==> src/sv/sfp_pkg.sv <==
// Package for the synchrophasor frame parser.
// Holds the status codes, framing constants and the result record.
// No dependencies.
`timescale 1ns / 1ps

package sfp_pkg;

  localparam logic [7:0]  SYNC_LEADER = 8'hAA;
  localparam logic [15:0] MIN_FRAME   = 16'd16;
  localparam logic [15:0] MIN_HEAD    = 16'd18;
  localparam logic [15:0] CRC_POLY    = 16'h1021;
  localparam logic [15:0] CRC_INIT    = 16'hFFFF;
  localparam logic [15:0] COUNT_MAX   = 16'hFFFF;

  // Byte positions of the header fields within the frame.
  localparam logic [15:0] POS_TYPE     = 16'd1;
  localparam logic [15:0] POS_SIZE_END = 16'd3;
  localparam logic [15:0] POS_ID_END   = 16'd5;
  localparam logic [15:0] POS_SOC_END  = 16'd9;
  localparam logic [15:0] POS_FRAC_END = 16'd13;
  localparam logic [15:0] POS_HEAD_END = 16'd15;
  localparam logic [15:0] POS_BODY     = 16'd4;

  typedef enum logic [2:0] {
    ST_OK       = 3'd0,
    ST_SHORT    = 3'd1,
    ST_BAD_SYNC = 3'd2,
    ST_BAD_SIZE = 3'd3,
    ST_BAD_CRC  = 3'd4
  } sfp_status_t;

  typedef struct packed {
    sfp_status_t status;
    logic [2:0]  frame_kind;
    logic [3:0]  version_number;
    logic [15:0] frame_bytes;
    logic [15:0] stream_id;
    logic [31:0] second_of_century;
    logic [31:0] fraction_of_second;
    logic [15:0] payload_length;
    logic [15:0] first_payload_word;
    logic        first_word_present;
  } sfp_result_t;

endpackage

==> src/sv/sfp_crc.sv <==
// Byte-wide CRC-16/CCITT update, MSB first, no reflection.
// Depends on sfp_pkg for the polynomial.
`timescale 1ns / 1ps

module sfp_crc
  import sfp_pkg::*;
(
  input  logic [15:0] crc_in,
  input  logic [7:0]  data,
  output logic [15:0] crc_out
);

  always_comb begin
    logic [15:0] acc;
    acc = crc_in ^ {data, 8'h00};
    for (int i = 0; i < 8; i++) begin
      if (acc[15]) begin
        acc = {acc[14:0], 1'b0} ^ CRC_POLY;
      end else begin
        acc = {acc[14:0], 1'b0};
      end
    end
    crc_out = acc;
  end

endmodule

==> src/sv/sfp_track.sv <==
// Frame state tracker: byte counter, header capture, running CRC and verdict.
// Depends on sfp_pkg and sfp_crc.
`timescale 1ns / 1ps

module sfp_track
  import sfp_pkg::*;
(
  input  logic        clk,
  input  logic        rst,
  input  logic        accept,
  input  logic [7:0]  byte_in,
  input  logic        last,
  output sfp_result_t result
);

  logic [15:0] byte_count, byte_count_next;
  logic [15:0] running_crc, running_crc_next;
  logic [15:0] crc_at_end, crc_at_end_next;
  logic [15:0] check_word, check_word_next;
  logic [7:0]  lead_byte, lead_byte_next;
  logic [7:0]  type_version_byte, type_version_byte_next;
  logic [15:0] size_field, size_field_next;
  logic [15:0] id_field, id_field_next;
  logic [31:0] soc_field, soc_field_next;
  logic [31:0] fracsec_field, fracsec_field_next;
  logic [15:0] payload_head, payload_head_next;
  logic [15:0] crc_upd;
  logic [16:0] idx_p1, idx_p2, size_wide;
  sfp_status_t status;

  sfp_crc u_crc (
    .crc_in  (running_crc),
    .data    (byte_in),
    .crc_out (crc_upd)
  );

  assign idx_p1    = {1'b0, byte_count} + 17'd1;
  assign idx_p2    = {1'b0, byte_count} + 17'd2;
  assign size_wide = {1'b0, size_field};

  always_comb begin
    crc_at_end_next        = crc_at_end;
    check_word_next        = check_word;
    lead_byte_next         = lead_byte;
    type_version_byte_next = type_version_byte;
    size_field_next        = size_field;
    id_field_next          = id_field;
    soc_field_next         = soc_field;
    fracsec_field_next     = fracsec_field;
    payload_head_next      = payload_head;

    // The CRC is latched just ahead of the two trailing check bytes.
    if (byte_count >= POS_BODY) begin
      if (idx_p2 == size_wide) begin
        crc_at_end_next = running_crc;
      end
      if (idx_p2 == size_wide || idx_p1 == size_wide) begin
        check_word_next = {check_word[7:0], byte_in};
      end
    end

    if (byte_count == 16'd0) begin
      lead_byte_next = byte_in;
    end else if (byte_count == POS_TYPE) begin
      type_version_byte_next = byte_in;
    end else if (byte_count <= POS_SIZE_END) begin
      size_field_next = {size_field[7:0], byte_in};
    end else if (byte_count <= POS_ID_END) begin
      id_field_next = {id_field[7:0], byte_in};
    end else if (byte_count <= POS_SOC_END) begin
      soc_field_next = {soc_field[23:0], byte_in};
    end else if (byte_count <= POS_FRAC_END) begin
      fracsec_field_next = {fracsec_field[23:0], byte_in};
    end else if (byte_count <= POS_HEAD_END) begin
      payload_head_next = {payload_head[7:0], byte_in};
    end

    running_crc_next = crc_upd;
    byte_count_next  = (byte_count == COUNT_MAX) ? byte_count : byte_count + 16'd1;
  end

  always_comb begin
    if (byte_count_next < MIN_FRAME) begin
      status = ST_SHORT;
    end else if (lead_byte_next != SYNC_LEADER) begin
      status = ST_BAD_SYNC;
    end else if (size_field_next < MIN_FRAME || size_field_next > byte_count_next) begin
      status = ST_BAD_SIZE;
    end else if (crc_at_end_next != check_word_next) begin
      status = ST_BAD_CRC;
    end else begin
      status = ST_OK;
    end

    result        = '0;
    result.status = status;
    if (status == ST_OK) begin
      result.frame_kind         = type_version_byte_next[6:4];
      result.version_number     = type_version_byte_next[3:0];
      result.frame_bytes        = size_field_next;
      result.stream_id          = id_field_next;
      result.second_of_century  = soc_field_next;
      result.fraction_of_second = fracsec_field_next;
      result.payload_length     = size_field_next - MIN_FRAME;
      if (size_field_next >= MIN_HEAD) begin
        result.first_payload_word = payload_head_next;
        result.first_word_present = 1'b1;
      end
    end
  end

  // The last byte of a buffer returns every register to its reset value.
  always_ff @(posedge clk) begin
    if (rst || (accept && last)) begin
      byte_count        <= '0;
      running_crc       <= CRC_INIT;
      crc_at_end        <= '0;
      check_word        <= '0;
      lead_byte         <= '0;
      type_version_byte <= '0;
      size_field        <= '0;
      id_field          <= '0;
      soc_field         <= '0;
      fracsec_field     <= '0;
      payload_head      <= '0;
    end else if (accept) begin
      byte_count        <= byte_count_next;
      running_crc       <= running_crc_next;
      crc_at_end        <= crc_at_end_next;
      check_word        <= check_word_next;
      lead_byte         <= lead_byte_next;
      type_version_byte <= type_version_byte_next;
      size_field        <= size_field_next;
      id_field          <= id_field_next;
      soc_field         <= soc_field_next;
      fracsec_field     <= fracsec_field_next;
      payload_head      <= payload_head_next;
    end
  end

endmodule

==> src/sv/synchrophasor_frame_parser.sv <==
// Synchrophasor frame parser: one byte per transaction, one result per buffer.
// Throughput: one byte per cycle unless stalled; header and CRC updates are combinational.
// The result sits in the output register in the cycle after the last byte is taken.
// Input stalls only while a finished result is held and the output is stalled.
// Reset (synchronous, active high) clears the frame state and empties the output register.
// Depends on sfp_pkg and sfp_track.
`timescale 1ns / 1ps

module synchrophasor_frame_parser
  import sfp_pkg::*;
(
  input  logic        clk,
  input  logic        rst,
  input  logic        in_valid,
  output logic        in_stall,
  input  logic [7:0]  byte_in,
  input  logic        end_of_buffer,
  output logic        out_valid,
  input  logic        out_stall,
  output logic [2:0]  status,
  output logic [2:0]  frame_kind,
  output logic [3:0]  version_number,
  output logic [15:0] frame_bytes,
  output logic [15:0] stream_id,
  output logic [31:0] second_of_century,
  output logic [31:0] fraction_of_second,
  output logic [15:0] payload_length,
  output logic [15:0] first_payload_word,
  output logic        first_word_present
);

  logic        accept;
  logic        out_take;
  sfp_result_t result;
  sfp_result_t result_q;

  assign in_stall = out_valid && out_stall;
  assign accept   = in_valid && !in_stall;
  assign out_take = out_valid && !out_stall;

  sfp_track u_track (
    .clk     (clk),
    .rst     (rst),
    .accept  (accept),
    .byte_in (byte_in),
    .last    (end_of_buffer),
    .result  (result)
  );

  always_ff @(posedge clk) begin
    if (rst) begin
      out_valid <= 1'b0;
    end else if (accept && end_of_buffer) begin
      out_valid <= 1'b1;
    end else if (out_take) begin
      out_valid <= 1'b0;
    end
  end

  always_ff @(posedge clk) begin
    if (accept && end_of_buffer) begin
      result_q <= result;
    end
  end

  assign status             = result_q.status;
  assign frame_kind         = result_q.frame_kind;
  assign version_number     = result_q.version_number;
  assign frame_bytes        = result_q.frame_bytes;
  assign stream_id          = result_q.stream_id;
  assign second_of_century  = result_q.second_of_century;
  assign fraction_of_second = result_q.fraction_of_second;
  assign payload_length     = result_q.payload_length;
  assign first_payload_word = result_q.first_payload_word;
  assign first_word_present = result_q.first_word_present;

  a_stall_only_when_held: assert property (@(posedge clk) disable iff (rst)
    in_stall |-> out_valid)
    else $error("input stalled with no result held");

  a_last_gives_result: assert property (@(posedge clk) disable iff (rst)
    (in_valid && !in_stall && end_of_buffer) |=> out_valid)
    else $error("last byte taken but no result presented");

  a_failed_fields_zero: assert property (@(posedge clk) disable iff (rst)
    (out_valid && status != ST_OK) |-> (frame_bytes == 16'd0 && payload_length == 16'd0
      && first_word_present == 1'b0))
    else $error("failed frame carries header fields");

  a_word_needs_present: assert property (@(posedge clk) disable iff (rst)
    (out_valid && !first_word_present) |-> first_payload_word == 16'd0)
    else $error("payload word given without enough payload");

endmodule
==> config.mk <==
export PLATFORM = sky130hd
export DESIGN_NAME = synchrophasor_frame_parser
export DESIGN_NICKNAME = d
export VERILOG_FILES = /design/src/sv/sfp_pkg.sv /design/src/sv/sfp_crc.sv /design/src/sv/sfp_track.sv /design/src/sv/synchrophasor_frame_parser.sv
export SDC_FILE = /design/constraint.sdc
export NUM_CORES = 1
export LEC_CHECK = 0
export ABC_CLOCK_PERIOD_IN_PS = 7900
export BUFFER_PORTS_ARGS = -buffer_cell sky130_fd_sc_hd__buf_2
export CAP_MARGIN = 25
export CORE_ASPECT_RATIO = 0.8
export CORE_MARGIN = 2
export CORE_UTILIZATION = 45
export DETAILED_ROUTE_END_ITERATION = 8
export PLACE_DENSITY_LB_ADDON = 0.1
export SLEW_MARGIN = 40
export SYNTH_ARGS = -nofsm -noshare
export SYNTH_HDL_FRONTEND = slang
export SYNTH_SLANG_ARGS = --single-unit
==> constraint.sdc <==
create_clock -name clk -period 7.9 [get_ports clk]
set_clock_uncertainty 0.05 [all_clocks]
set_input_delay 1.58 -clock clk [delete_from_list [all_inputs] [get_ports clk]]
set_output_delay 1.58 -clock clk [all_outputs]
set_load 0.005 [all_outputs]
== Yosys cells after proc, flatten, opt, wreduce, memory -nomap -nowiden ==
Cells that the tools add are included.
Widths: inputs -> output; s select.
Cells by class
  bitwise logic cells: 9
  add/sub/neg operators: 4
  eq/ne operators: 6
  multiplexer cells: 48
  reduce and logical (&&, ||, !) cells: 13
  $lt $le $gt $ge: 10
Operators with widths (count)
  $mux 32: 11
  $mux 16: 19
  $mux 13: 8
  $le 16x4->1 const B: 3
  $eq 17x16->1: 2
  $lt 16x5->1 const B: 2
  $not 3->3: 8
  $add 16x1->17 const B: 1
  $add 16x2->17 const B: 1
  $add 16x1->16 const B: 1
  $eq 16x1->1 const B: 1
  $eq 16x16->1 const B: 1
  $ge 16x3->1 const B: 1
  $ge 16x5->1 const B: 1
  $gt 16x16->1: 1
  $le 16x2->1 const B: 1
  $le 16x3->1 const B: 1
  $logic_not 16->1: 1
  $ne 16x16->1: 1
  $sub 16x5->16 const B: 1
  $xor 16x16->16: 1
  $mux 7: 2
  $mux 3: 4
  $mux 8: 1
  8 further kinds: 16
Storage, ports and cells
  output and inout bits: 141
  flip-flop bits (word level): 331
  input port bits: 13

== Depth between registers and ports, before layout ==
Gate-level depths: netlist (run 1).
  depth after elaboration: 17
  depth in mapped cells: 23

== Modules after synthesis ==
From an unflattened synthesis (run 1), not the netlist that was laid out.
Unflattened totals
  cell total of the unflattened synthesis: 1804
  area, all modules: 17204.0 µm²
By module, submodules not included
  sfp_track: times used 1, cells each 1633, seq. area each 3823.7 µm², area each 12585.8 µm²
  synchrophasor_frame_parser: times used 1, cells each 146, seq. area each 4194.0 µm², area each 4222.8 µm²
  sfp_crc: times used 1, cells each 25, seq. area each 0.0 µm², area each 395.4 µm²

== Least setup slack after synthesis (run 1) ==
Ideal clock, no wire load.
  path kind: in2reg
  start point: input port out_stall
  end point: register u_track.byte_count[10]
  path buffers: 3
  arrival: 5.706 ns
  stages on the path: 9
  library setup time: 0.128 ns
  path slack: 2.017 ns
  path through: nand2_1 -> and2_1 -> nand2_1 -> inv_1 -> or2_2 -> clkbuf_1 -> clkbuf_1 -> buf_1 -> nor2_1
Between the ends
  word-level cells in the longest chain between the ends: 5
RTL lines
  start, declared: line synchrophasor_frame_parser.sv:19  | input logic out_stall,
  $logic_and 1x1->1 *: line synchrophasor_frame_parser.sv:37  | assign in_stall = out_valid && out_stall;
  $logic_not 1->1 *: line synchrophasor_frame_parser.sv:38  | assign accept = in_valid && !in_stall;
  $logic_and 1x1->1 *: line synchrophasor_frame_parser.sv:38
  $logic_and 1x1->1: line sfp_track.sv:114  | if (rst || (accept && last)) begin
  $logic_or 1x1->1: line sfp_track.sv:114
  end signal, assigned: line sfp_track.sv:127  | byte_count <= byte_count_next;
  end, declared: line sfp_track.sv:16  | logic [15:0] byte_count, byte_count_next;
Every way passes the cells marked *; elsewhere a longest branch is shown, timed or not.
A chain may end at the register's enable or synchronous reset.

== Worst setup path in the final report (run 1) ==
  start point: register u_track.byte_count[9]
  end point: register result_q (netlist bit second_of_century[0]) (data pin)
Between the ends
  elaborated cells between the ends (all ways): 38
  those cells by class: add/sub: 3; order compare: 7; eq/ne: 6; mux: 18; reduce/logical: 4
RTL lines
  $le 16x2->1: line sfp_track.sv:66  | end else if (byte_count <= POS_SIZE_END) begin
  $mux 16: line sfp_track.sv:66
  $mux 16: line sfp_track.sv:64  | end else if (byte_count == POS_TYPE) begin
  $mux 16 *: line sfp_track.sv:62  | if (byte_count == 16'd0) begin
  via u_track.size_field_next[4]: line sfp_track.sv:22  | logic [15:0] size_field, size_field_next;
  $lt 16x5->1 or $gt 16x16->1 (tied branches): line sfp_track.sv:87  | end else if (size_field_next < MIN_FRAME || size_field_next > byte_count_next) begin
  $logic_or 1x1->1 *: line sfp_track.sv:87
  $mux 3 *: line sfp_track.sv:87
  $mux 3 *: line sfp_track.sv:85  | end else if (lead_byte_next != SYNC_LEADER) begin
  $mux 3 *: line sfp_track.sv:83  | if (byte_count_next < MIN_FRAME) begin
  $logic_not 3->1 *: line sfp_track.sv:97  | if (status == ST_OK) begin
  end signal, assigned: line synchrophasor_frame_parser.sv:62  | result_q <= result;
  end, declared: line synchrophasor_frame_parser.sv:35  | sfp_result_t result_q;
Mark *: on every way through the listed nets, which the timed path passes. The rest lies on a longest branch.

==> metrics.md, run 1 <==
| Metric | Value |
|---|---|
| Total Nets Final | 1848 |
| Final critical-path share of the clock period | 82.04% |
| Horizontal die dimension | 219.5 um |
| Count of cells resized by post-cts repair | 0 |
| Met3 Routed Length | 2669 um |
| GPL Wtd Cong | 0.9343 |
| Post-route DRC violation count | 0 |
| Async S/R FF share, synth | 0% |
| Count of standard-cell rows | 63 |
| Transition time at the pin with the least slew margin | 0.8682 ns |
| Launch point of the worst reg-to-reg path | u_track.byte_count[9] |
| Number of flops mapped to enable cells by yosys | 135 |
| Overall via count from detail_route | 13310 |
| Post-DR vias/cell | 5.718 |
| Synth Register Bits | 327 |
| Main flop type after synthesis | dfxtp_1 |
| CP Data Required Time | 8.15 ns |
| Setup fix buffers added after clock tree synthesis | 0 |
| Effective utilization at floorplan | 45.41% |
| Cells on worst reg2reg path | 16 |
| Count of pins over their slew limit | 0 |
| Type of the setup path with the least slack | register to register |
| Cell type group with the largest total delay on the critical path | simple AND/OR/NAND/NOR gates |
| Synth Instances | 1754 |
| Critical path's largest stage delay | 0.72 ns |
| Crit path buffers/inverters | 2 |
| Overall Global Routing Usage | 24.15% |
| Syn_area_per_cell | 9.531 um^2 |
| Setup crit start kind | register |
| Number of nets still failing antenna checks after routing | 0 |
| Worst flop-to-flop path endpoint | second_of_century[0] |
| Number of maximum-capacitance violations | 0 |
| Maximum buffer depth of the clock tree | 3 |
| Total Negative Setup Slacks | 0 ns |
| WL met1 | 23820 um |
| Stages on worst setup path | 16 |
| Post-synth top area cell | edfxtp_1 |
| Biggest fanout along the worst timing path | 61 |
| Leak | 6.393 nW |
| Share of the synthesized area in the top cell type | 24.25% |
| Sink count of the clock tree | 327 |
| CTS Buf Count | 36 |
| Register-to-register setup slack | 1.42 ns |
| Wire length of the first global-routing pass | 73310 um |
| Post-detailed-routing wire length | 47360 um |
| Routed wire per std cell | 20.34 um |
| Remaining Overflow, GRT | 0 |
| Max rail drop VDD | 0.1216 mV |
| Most area-consuming cells after synthesis | edfxtp_1, dfxtp_1, mux2i_1 |
| Die extent in y | 176.4 um |
| Root Driver | clkbuf_16 |
| HPWL after detailed placement | 31600 um |
| Synth-to-layout area growth | 13.52% |
| Final core area utilization | 51.55% |
| Minimum clock period after layout | 6.481 ns |
| CTS tree | done |
| # H-tree levels | 2 |
| Clock latency of the later-clocked register in the worst-skew pair | 0.53 ns |
| Proportion of synthesized chip area in sequential cells | 47.24% |
| Number of setup violations in the final report | 0 |
| Initial antenna violation count | 1 |
| Number of distinct library cell variants in the gate-level netlist after synthesis | 75 |
| # port buffers | 153 |
| Topmost layer with routed signal wires | met4 |
| Nets in the synthesized netlist | 1790 |
| Fraction of final layout cells with drive strength greater than 1 | 17.45% |
| DRT iter0 DRCs | 1285 |
| Yosys warns | 0 |
| Unrepaired setup endpoints after global routing | no |
| Worst slew margin | 41.71% |
| Vias in the first global route | 12260 |
| Count of pins on the block boundary | 154 |
| Path category of the worst min-delay check | register to register |
| Filler Cell Count | 3395 |
| Slowest cell on the critical path | nand3_4 |
| Met2 layer wire length in the routed design | 20180 um |
| Core area | 36810 um^2 |
| Register clock-pin slew on the reported worst setup and hold paths | 0.06 ns |
| Worst setup EP type | register |
| Data arrival at the endpoint of the critical path | 6.73 ns |
| Maximum number of pins on one net before global-route repair | 111 |
| Hold_buf cts | 0 |
| Outcome | finished clean |
| Peak Freq | 154.3 MHz |
| Number of iterations in the first detailed-routing pass | 5 |
| Area of the die | 38720 um^2 |
| Cell Area, Synth | 16720 um^2 |
| Final Hold Vio Count | 0 |
| Power per cell area | 221.8 nW/um^2 |
| Crit. Startpoint | u_track.byte_count[9] |
| Critical path destination | second_of_century[0] |
| Critical path cell sequence | nor4_1 -> nand4_1 -> or3_1 -> mux2i_1 -> inv_1 -> ha_1 -> o21a_1 -> o21ai_0 -> a21oi_1 -> o21ai_0 -> a21oi_1 -> o31a_1 -> o211ai_1 -> nand3_4 -> buf_6 -> nor4_1 |
## cells in the final DEF (no fill, tap or decap), types with 6 or more instances in the layout
cell type    n
nand2_1    272
dfxtp_1    192
buf_2      153
a21oi_1    139
edfxtp_1   135
mux2i_1    131
nor2_1     129
xnor2_1     74
nor4_1      71
nor4_2      55
a211oi_1    44
nor3_1      38
clkbuf_16   38
inv_1       34
xor2_1      34
o21ai_0     26
ha_1        23
nand4_1     21
nand3_1     20
o211ai_1    17
buf_4       17
clkbuf_1    14
nand2b_1     9
and2_1       8
nor2b_1      8
and3_1       6
and4_1       6
or4_1        6
## cell families (layout without fill, tap and decap cells)
family | count (synthesis) | in the layout | share of synthesized area (%)
muxes | 132 | 132 | 7.911
and+or+nand+nor | 697 | 697 | 22.21
other | 0 | 1 | 0
DFF | 327 | 327 | 47.24
adders and majority gates | 24 | 24 | 1.781
xor gates and xnor gates | 109 | 109 | 5.756
AOI/OAI and AO/OA | 274 | 274 | 10.29
buffers and inverters | 191 | 277 | 4.805
## layout make-up
cell class	instances	area, um^2	share of cell area (%)
Clock buffer	57	1072	5.650
Timing Repair Buffer	175	991.0	5.222
Tap cell	487	609.3	3.211
Sequential cell	327	7898	41.61
Inverter	36	140.1	0.7384
Clock inverter	9	157.7	0.8307
Multi-Input combinational cell	1236	8108	42.72
Antenna cell	1	2.502	0.01319
## power breakdown
group          switching, mW  internal [mW]
Combinational          0.419          0.184
Clock                  0.690           1.07
Sequential            0.0488           1.80
## worst min-delay path by stage
stage,slack (ns),to,from,depth (start not counted)
final,0.40,u_track.soc_field[25],u_track.soc_field[25],2
after global routing,0.42,u_track.payload_head[12],u_track.payload_head[12],2
after CTS,0.40,u_track.crc_at_end[3],u_track.crc_at_end[3],2
after detailed placement,0.39,u_track.crc_at_end[3],u_track.crc_at_end[3],2
after global placement,0.39,u_track.lead_byte[3],u_track.lead_byte[3],2
after floorplan,0.38,u_track.lead_byte[3],u_track.lead_byte[3],2
## Yosys cell counts (7+ instances only)
cell type  number
clkbuf_1      116
nor4_2         52
xnor2_1        74
a211oi_1       44
nor2_1        134
nand4_1        21
a21oi_1       140
and2_1          9
inv_1          35
ha_1           23
nand3_1        21
dfxtp_1       192
buf_2          18
nor3_1         41
nand2_1       274
nor4_1         74
mux2i_1       131
buf_4           7
xor2_1         34
o21ai_0        26
edfxtp_1      135
o211ai_1       17
nor2b_1         8
buf_1           9
nand2b_1        9
## state kept, by name (all words and copies together), names as in the netlist, 7 cells and up
register / cells
u_track.check_word: 16
u_track.payload_head: 16
u_track.size_field: 16
first_payload_word: 16
u_track.fracsec_field: 32
u_track.running_crc: 16
stream_id: 16
fraction_of_second: 32
second_of_century: 32
u_track.id_field: 16
payload_length: 12
u_track.byte_count: 16
u_track.type_version_byte: 7
u_track.crc_at_end: 16
u_track.soc_field: 32
frame_bytes: 16
u_track.lead_byte: 8
## worst reg2reg max path: stages (launching register included)
cell and delay, ns:
dfxtp_1 0.46, nor4_1 0.59, nand4_1 0.33, or3_1 0.71
mux2i_1 0.56, inv_1 0.19, ha_1 0.35, o21a_1 0.18
o21ai_0 0.15, a21oi_1 0.06, o21ai_0 0.16, a21oi_1 0.09
o31a_1 0.23, o211ai_1 0.39, nand3_4 0.72, buf_6 0.57
nor4_1 0.47
## layer usage
layer,global-route usage [%],vias to the layer above
met1,37.75,6453
met5,0,-
met3,3.583,55
li1,-,6415
met4,5.039,0
met2,34.94,388
## metrics by stage
step	setup slack (ns)	power, mW	hold slack (ns)	area (um^2)	instances
after floorplan	2.017	2.315	0.3812	16720	1754
after global placement	1.623	2.476	0.3869	17660	2259
after detailed placement	1.427	2.481	0.3947	17730	2261
after CTS	1.385	4.235	0.4029	18960	2327
after global routing	0.9065	4.359	0.4177	18980	2328
final	1.419	4.210	0.4022	18980	2328
No activity file was read; power rests on OpenSTA's default activity.
==> run 2: changes to the inputs <==
Settings changed: ABC_CLOCK_PERIOD_IN_PS 7900 to 5800.
Clock period 7.9 ns to 5.8 ns, I/O delays scaled along.
==> run 2 against run 1 <==
Setup slack worse by 1.1 ns. Die area unchanged. Clock power up 24%. Design area up 0.87%. Register-to-register slack worse by 1.1 ns. Sequential power up 36%. Combinational power up 42%. Clock-buffer cell count unchanged. Critical path depth up 1. Fmax up 19%. Critical path type unchanged. Highest routed layer is now met5.
==> metrics.md, run 2 (same netlist as run 1, synthesis figures left out) <==
| Metric | Value |
|---|---|
| Horizontal die dimension | 219.5 um (unchanged) |
| Routed wire per std cell | 21.07 um (+3.6%) |
| Critical path destination | stream_id[6] |
| Setup crit start kind | register |
| Effective utilization at floorplan | 45.41% (unchanged) |
| Outcome | finished clean |
| Register-to-register setup slack | 0.35 ns (-1.07 ns) |
| Type of the setup path with the least slack | register to register |
| Path category of the worst min-delay check | register to register |
| Area of the die | 38720 um^2 (unchanged) |
| HPWL after detailed placement | 33760 um (+6.8%) |
| Number of maximum-capacitance violations | 0 (unchanged) |
| Most frequent standard cell in the layout excluding fill and tap cells | nand2_1 |
| Crit. Startpoint | u_track.byte_count[9] |
| Final core area utilization | 52.00% (+0.45 points) |
| Cells on worst reg2reg path | 17 (+1) |
| Worst setup EP type | register |
| CTS tree | done |
| Placement-stage cell area | 18020 um^2 (+1.6%) |
| Count of pins over their slew limit | 0 (unchanged) |
| Wire length of the first global-routing pass | 76180 um (+3.9%) |
| Final critical-path share of the clock period | 93.91% (+12 points) |
| Overall Global Routing Usage | 25.63% (+1.5 points) |
| Post-DR vias/cell | 5.727 (+0.16%) |
| Number of iterations in the first detailed-routing pass | 7 (+2) |
| Final Hold Vio Count | 0 (unchanged) |
| Synth-to-layout area growth | 14.51% |
| Fraction of final layout cells with drive strength greater than 1 | 18.90% (+1.5 points) |
| Root Driver | clkbuf_16 |
| Count of pins on the block boundary | 154 (unchanged) |
| Remaining Overflow, GRT | 0 (unchanged) |
| Hold_buf cts | 0 (unchanged) |
| # H-tree levels | 2 (unchanged) |
| Core area | 36810 um^2 (unchanged) |
| Filler Cell Count | 3436 (+1.2%) |
| CP Data Required Time | 6.10 ns (-2.05 ns) |
| Total area of multi-input combinational cells | 8094 um^2 (-0.17%) |
| Sink count of the clock tree | 327 (unchanged) |
| Worst slew margin | 45.37% (+3.7 points) |
| Count of cells resized by post-cts repair | 0 (unchanged) |
| Maximum buffer depth of the clock tree | 3 (unchanged) |
| Worst-case hold slack | 0.4028 ns (+0.0006340 ns) |
| Finished layout cell area | 19140 um^2 (+0.87%) |
| Overall via count from detail_route | 13540 (+1.8%) |
| Worst flop-to-flop path endpoint | stream_id[6] |
| Count of standard-cell rows | 63 (unchanged) |
| Commonest cells after routing, fill and taps aside | nand2_1, dfxtp_1, buf_2 |
| Initial antenna violation count | 2 (+1) |
| Post-route DRC violation count | 0 (unchanged) |
| Power per cell area | 290.2 nW/um^2 (+31%) |
| Peak Freq | 183.6 MHz (+19%) |
| GPL Wtd Cong | 0.9655 (+3.3%) |
| Maximum number of pins on one net before global-route repair | 119 (+7.2%) |
| # port buffers | 153 (unchanged) |
| Total Negative Setup Slacks | 0 ns (unchanged) |
| Clock latency of the later-clocked register in the worst-skew pair | 0.54 ns (about the same) |
| Setup fix buffers added after clock tree synthesis | 0 (unchanged) |
| Data arrival at the endpoint of the critical path | 5.74 ns (-0.99 ns) |
| N_diodes | 0 (-1) |
| Minimum clock period after layout | 5.447 ns (-1.034 ns) |
| Max rail drop VDD | 0.2124 mV (+75%) |
| Post-detailed-routing wire length | 49830 um (+5.2%) |
| Transition time at the pin with the least slew margin | 0.8136 ns (-0.05456 ns) |
| CTS Buf Count | 36 (unchanged) |
| DRT iter0 DRCs | 1234 (-4.0%) |
| Unrepaired setup endpoints after global routing | no |
| Number of setup violations in the final report | 0 (unchanged) |
| Leak | 6.533 nW (+2.2%) |
| Total Nets Final | 1888 (+2.2%) |
| Launch point of the worst reg-to-reg path | u_track.byte_count[9] |
| Total power of the final layout | 5.554 mW (+32%) |
| FF+latch area | 7898 um^2 (unchanged) |
| Die extent in y | 176.4 um (unchanged) |
| Biggest fanout along the worst timing path | 99 (+62%) |
| Register clock-pin slew on the reported worst setup and hold paths | 0.06 ns (about the same) |
| Number of nets still failing antenna checks after routing | 0 (unchanged) |
| Vias in the first global route | 12560 (+2.4%) |
==> run 2: cell count changes in the layout (fill, tap and decap cells not counted), moves of 2 or more <==
| cell | change |
|---|---|
| clkbuf_16 | -2 |
| buf_4 | +39 |
| buf_6 | -2 |
| clkinv_2 | +2 |
| buf_16 | -2 |
| buf_12 | +5 |
| bufinv_16 | -4 |
==> run 2: power by group <==
part           total, mW  internal, mW  leakage [nW]  switching (mW)
logic              0.857         0.270          3.15           0.586
registers           2.52          2.45          2.85          0.0639
clock network       2.18          1.24         0.532           0.947
total               5.55          3.96          6.53            1.60
==> run 2: worst min-delay path by stage <==
stage	start	endpoint	slack, ns	cells past startpoint
6_report	u_track.soc_field[24]	u_track.soc_field[24]	0.40	2
5_1_grt	u_track.lead_byte[5]	u_track.lead_byte[5]	0.42	2
4_1_cts	u_track.soc_field[24]	u_track.soc_field[24]	0.40	2
3_5_place_dp	u_track.soc_field[24]	u_track.soc_field[24]	0.40	2
3_3_place_gp	u_track.soc_field[31]	u_track.soc_field[31]	0.39	2
2_1_floorplan	u_track.lead_byte[3]	u_track.lead_byte[3]	0.38	2
==> run 2: area by class of cell <==
class | instances | area share [%]
Tap cell | 487 | 3.183
Timing Repair Buffer | 215 | 6.824
Sequential cell | 327 | 41.25
Inverter | 36 | 0.7320
Multi-Input combinational cell | 1236 | 42.28
Clock inverter | 7 | 0.2941
Clock buffer | 57 | 5.431
==> run 2: stage by stage <==
stage	std cells	setup slack [ns]
3_5_place_dp	2300	0.4900
3_3_place_gp	2299	0.6026
5_1_grt	2365	0.1046
4_1_cts	2364	0.4629
2_1_floorplan	1754	0.3368
6_report	2365	0.3530
==> run 2: metal layers <==
layer  global-route usage [%]  up-vias  wire, um
met4                    6.334        2       996
met1                    39.83     6560     24940
met3                    4.927       70      3464
met2                    36.04      422     20410
met5                        0        -        15
li1                         -     6490         -
==> run 2: critical path, stage by stage, from the launching register on <==
cell and delay, ns:
dfxtp_1 0.35, nor4_1 0.51, nand4_1 0.25, or3_1 0.66
mux2i_1 0.54, inv_1 0.10, ha_1 0.34, o21a_1 0.12
o21ai_0 0.20, a21oi_1 0.10, o21ai_0 0.17, a21oi_1 0.09
o31a_1 0.24, o211ai_1 0.39, nand3_4 0.12, buf_12 0.26
buf_4 0.34, nor4_2 0.30
==> run 3: changes to the inputs <==
Settings changed: ABC_AREA set to 1.
==> run 3 against run 2 <==
Worst hold slack better by 0.029 ns. First-iteration DRC count decreased by 2.0%. Fmax grew 6.4%. Design area decreased by 2.4%. Highest routed layer is now met4.
==> metrics.md, run 3 <==
| Metric | Value |
|---|---|
| Outcome | finished clean |
| Unrepaired setup endpoints after global routing | no |
| Number of flops mapped to enable cells by yosys | 135 (unchanged) |
| Routed wire per std cell | 16.36 um (-22%) |
| Effective utilization at floorplan | 45.85% (+0.43 points) |
| Maximum buffer depth of the clock tree | 3 (unchanged) |
| Transition time at the pin with the least slew margin | 0.7921 ns (-0.02151 ns) |
| Worst setup EP type | register |
| Total Negative Setup Slacks | 0 ns (unchanged) |
| Overall Global Routing Usage | 23.13% (-2.5 points) |
| CP Data Required Time | 6.10 ns (about the same) |
| Core area | 36070 um^2 (-2.0%) |
| Maximum number of pins on one net before global-route repair | 116 (-2.5%) |
| Cell Area, Synth | 16540 um^2 (-1.1%) |
| Synth Register Bits | 327 (unchanged) |
| HPWL after detailed placement | 29900 um (-11%) |
| Final Hold Vio Count | 0 (unchanged) |
| Register clock-pin slew on the reported worst setup and hold paths | 0.06 ns (about the same) |
| Horizontal die dimension | 218.3 um (-0.53%) |
| Area share of fa/ha/maj cells after synthesis | 1.740% (-0.041 points) |
| Worst slew margin | 47.19% (+1.8 points) |
| Placement-stage cell area | 17560 um^2 (-2.6%) |
| Syn_area_per_cell | 7.772 um^2 (-18%) |
| Hold_buf cts | 0 (unchanged) |
| Number of distinct library cell variants in the gate-level netlist after synthesis | 44 (-41%) |
| Clock latency of the later-clocked register in the worst-skew pair | 0.53 ns (about the same) |
| Synth Instances | 2128 (+21%) |
| Total Nets Final | 2256 (+19%) |
| Type of the setup path with the least slack | register to register |
| Sink count of the clock tree | 327 (unchanged) |
| Count of pins on the block boundary | 154 (unchanged) |
| Power per cell area | 298.4 nW/um^2 (+2.9%) |
| Crit path buffers/inverters | 3 (unchanged) |
| Nets in the synthesized netlist | 2164 (+21%) |
| Overall via count from detail_route | 13870 (+2.4%) |
| Main flop type after synthesis | dfxtp_1 |
| Share of synthesized cell area in and, or, nand and nor gates | 20.96% (-1.3 points) |
| Proportion of synthesized chip area in sequential cells | 47.75% (+0.51 points) |
| Post-synth top area cell | edfxtp_1 |
| Die extent in y | 175.5 um (-0.52%) |
| Synth-to-layout area growth | 12.94% |
| Initial antenna violation count | 1 (-1) |
| Most area-consuming cells after synthesis | edfxtp_1, dfxtp_1, nand2_1 |
| Setup crit start kind | register |
| Cell type group with the largest total delay on the critical path | simple AND/OR/NAND/NOR gates |
| Data arrival at the endpoint of the critical path | 5.42 ns (-0.32 ns) |
| Synthesized-area fraction occupied by ao, oa, aoi and oai cells | 13.84% (+3.5 points) |
| Async S/R FF share, synth | 0% (unchanged) |
| Post-detailed-routing wire length | 44570 um (-11%) |
| Count of standard-cell rows | 62 (-1.6%) |
| Commonest cells after routing, fill and taps aside | nand2_1, inv_1, nor2_1 |
| Count of pins over their slew limit | 0 (unchanged) |
| Number of setup violations in the final report | 0 (unchanged) |
| Biggest fanout along the worst timing path | 32 (-68%) |
| # port buffers | 153 (unchanged) |
| Minimum clock period after layout | 5.119 ns (-0.3283 ns) |
| Number of nets still failing antenna checks after routing | 0 (unchanged) |
| Wire length of the first global-routing pass | 69760 um (-8.4%) |
| Critical path's largest stage delay | 0.67 ns (about the same) |
| Yosys warns | 0 (unchanged) |
| Share of synthesized area spent on multiplexers | 1.997% (-5.9 points) |
| CTS Buf Count | 36 (unchanged) |
| Final critical-path share of the clock period | 88.25% (-5.7 points) |
| Vias in the first global route | 12530 (-0.24%) |
| Most frequent standard cell in the layout excluding fill and tap cells | nand2_1 |
| Dominant combinational cell family by area after synthesis | simple AND/OR/NAND/NOR gates |
| Critical path cell sequence | inv_1 -> ha_1 -> nor3_2 -> inv_2 -> o21ai_0 -> ha_1 -> nand2_1 -> inv_1 -> a221oi_1 -> nor2_1 -> o21ai_0 -> o2111ai_1 -> o21ai_0 -> nand3_1 -> nor2_1 -> nand4_2 -> nor2_1 |
| Area of the die | 38310 um^2 (-1.0%) |
| Finished layout cell area | 18680 um^2 (-2.4%) |
| CTS tree | done |
| Xor and xnor area share after synthesis | 2.330% (-3.4 points) |
| Peak Freq | 195.4 MHz (+6.4%) |
| Post-route DRC violation count | 0 (unchanged) |
| Root Driver | clkbuf_16 |
| # H-tree levels | 2 (unchanged) |
| Leak | 8.913 nW (+36%) |
| Leading cell types by count after synthesis | nand2_1, inv_1, nor2_1 |
| Max rail drop VDD | 0.1881 mV (-11%) |
| Count of cells resized by post-cts repair | 0 (unchanged) |
| Number of maximum-capacitance violations | 0 (unchanged) |
| GPL Wtd Cong | 0.9109 (-5.7%) |
| Most repeated cell in the gate-level netlist after synthesis | nand2_1 |
| Fraction of final layout cells with drive strength greater than 1 | 13.73% (-5.2 points) |
| Share of the synthesized area in the top cell type | 24.51% (+0.26 points) |
| DRT iter0 DRCs | 1209 (-2.0%) |
| Number of iterations in the first detailed-routing pass | 5 (-2) |
| Remaining Overflow, GRT | 0 (unchanged) |
| Slowest cell on the critical path | o21ai_0 |
| Setup fix buffers added after clock tree synthesis | 0 (unchanged) |
| Path category of the worst min-delay check | register to register |
| Post-DR vias/cell | 5.088 (-11%) |
## run 3: cell count changes in the layout (fill, tap and decap cells not counted), moves of 63 or more
cell and delta:
nor4_1 -71, nand3_1 +63, nand2_1 +153, o21ai_0 +173
mux2i_1 -98, inv_1 +320, nor2_1 +70
## run 3: cell families after synthesis
kind of cell	count (synthesis)
flops	327
mux	33
compound gates	412
simple gates	814
xor+xnor	44
fa+ha+maj	23
buf+inv	475
## run 3: per-stage QoR
step | instances | hold slack (ns) | util (%) | power (mW) | setup WS, ns
finish | 2725 | 0.4317 | 51.78 | 5.574 | 0.6813
floorplan | 2128 | 0.3960 | - | 3.206 | 1.043
global route | 2724 | 0.4685 | 51.77 | 5.831 | 0.2138
CTS | 2724 | 0.4354 | 51.72 | 5.619 | 0.7111
global placement | 2662 | 0.4166 | 48.65 | 3.432 | 0.8454
detailed placement | 2662 | 0.4213 | 48.69 | 3.441 | 0.7472
## run 3: area by class of cell
type                            count  area [um^2]
Clock inverter                      4        17.52
Sequential cell                   327         7898
Multi-Input combinational cell   1326         6802
Tap cell                          480        600.6
Timing Repair Buffer              168        914.6
Antenna cell                        1        2.502
Fill cell                        3494        17390
Inverter                          361         1366
Clock buffer                       58         1077
## run 3: power by group
group          leakage [nW]  internal (mW)  switching (mW)
registers              2.95           2.50          0.0796
clock network         0.536           1.27           0.908
logic                  5.43          0.263           0.553
## run 3: worst min-delay path, delay by kind of cell, from the launching register on
family,cells,cell delay (ns)
DFF,1,0.33
AOI/OAI and AO/OA,1,0.06
and+or+nand+nor,1,0.05
## run 3: path summary, 6_finish.rpt
kind | startpoint | end | slack [ns] | cells past startpoint
setup / recovery | u_track.byte_count[0] | first_payload_word[14] | 0.68 | 17
hold / removal | u_track.running_crc[1] | u_track.running_crc[1] | 0.43 | 2
setup reg to reg | u_track.byte_count[0] | first_payload_word[14] | 0.68 | 17
hold reg to reg | u_track.running_crc[1] | u_track.running_crc[1] | 0.43 | 2
## run 3: routing by layer
| layer | GRT usage (%) | vias up | wire [um] |
|---|---|---|---|
| li1 | - | 7018 | - |
| met2 | 33.86 | 369 | 18810 |
| met4 | 4.195 | 0 | 551 |
| met1 | 35.79 | 6438 | 22510 |
| met5 | 0 | - | 0 |
| met3 | 3.896 | 40 | 2704 |
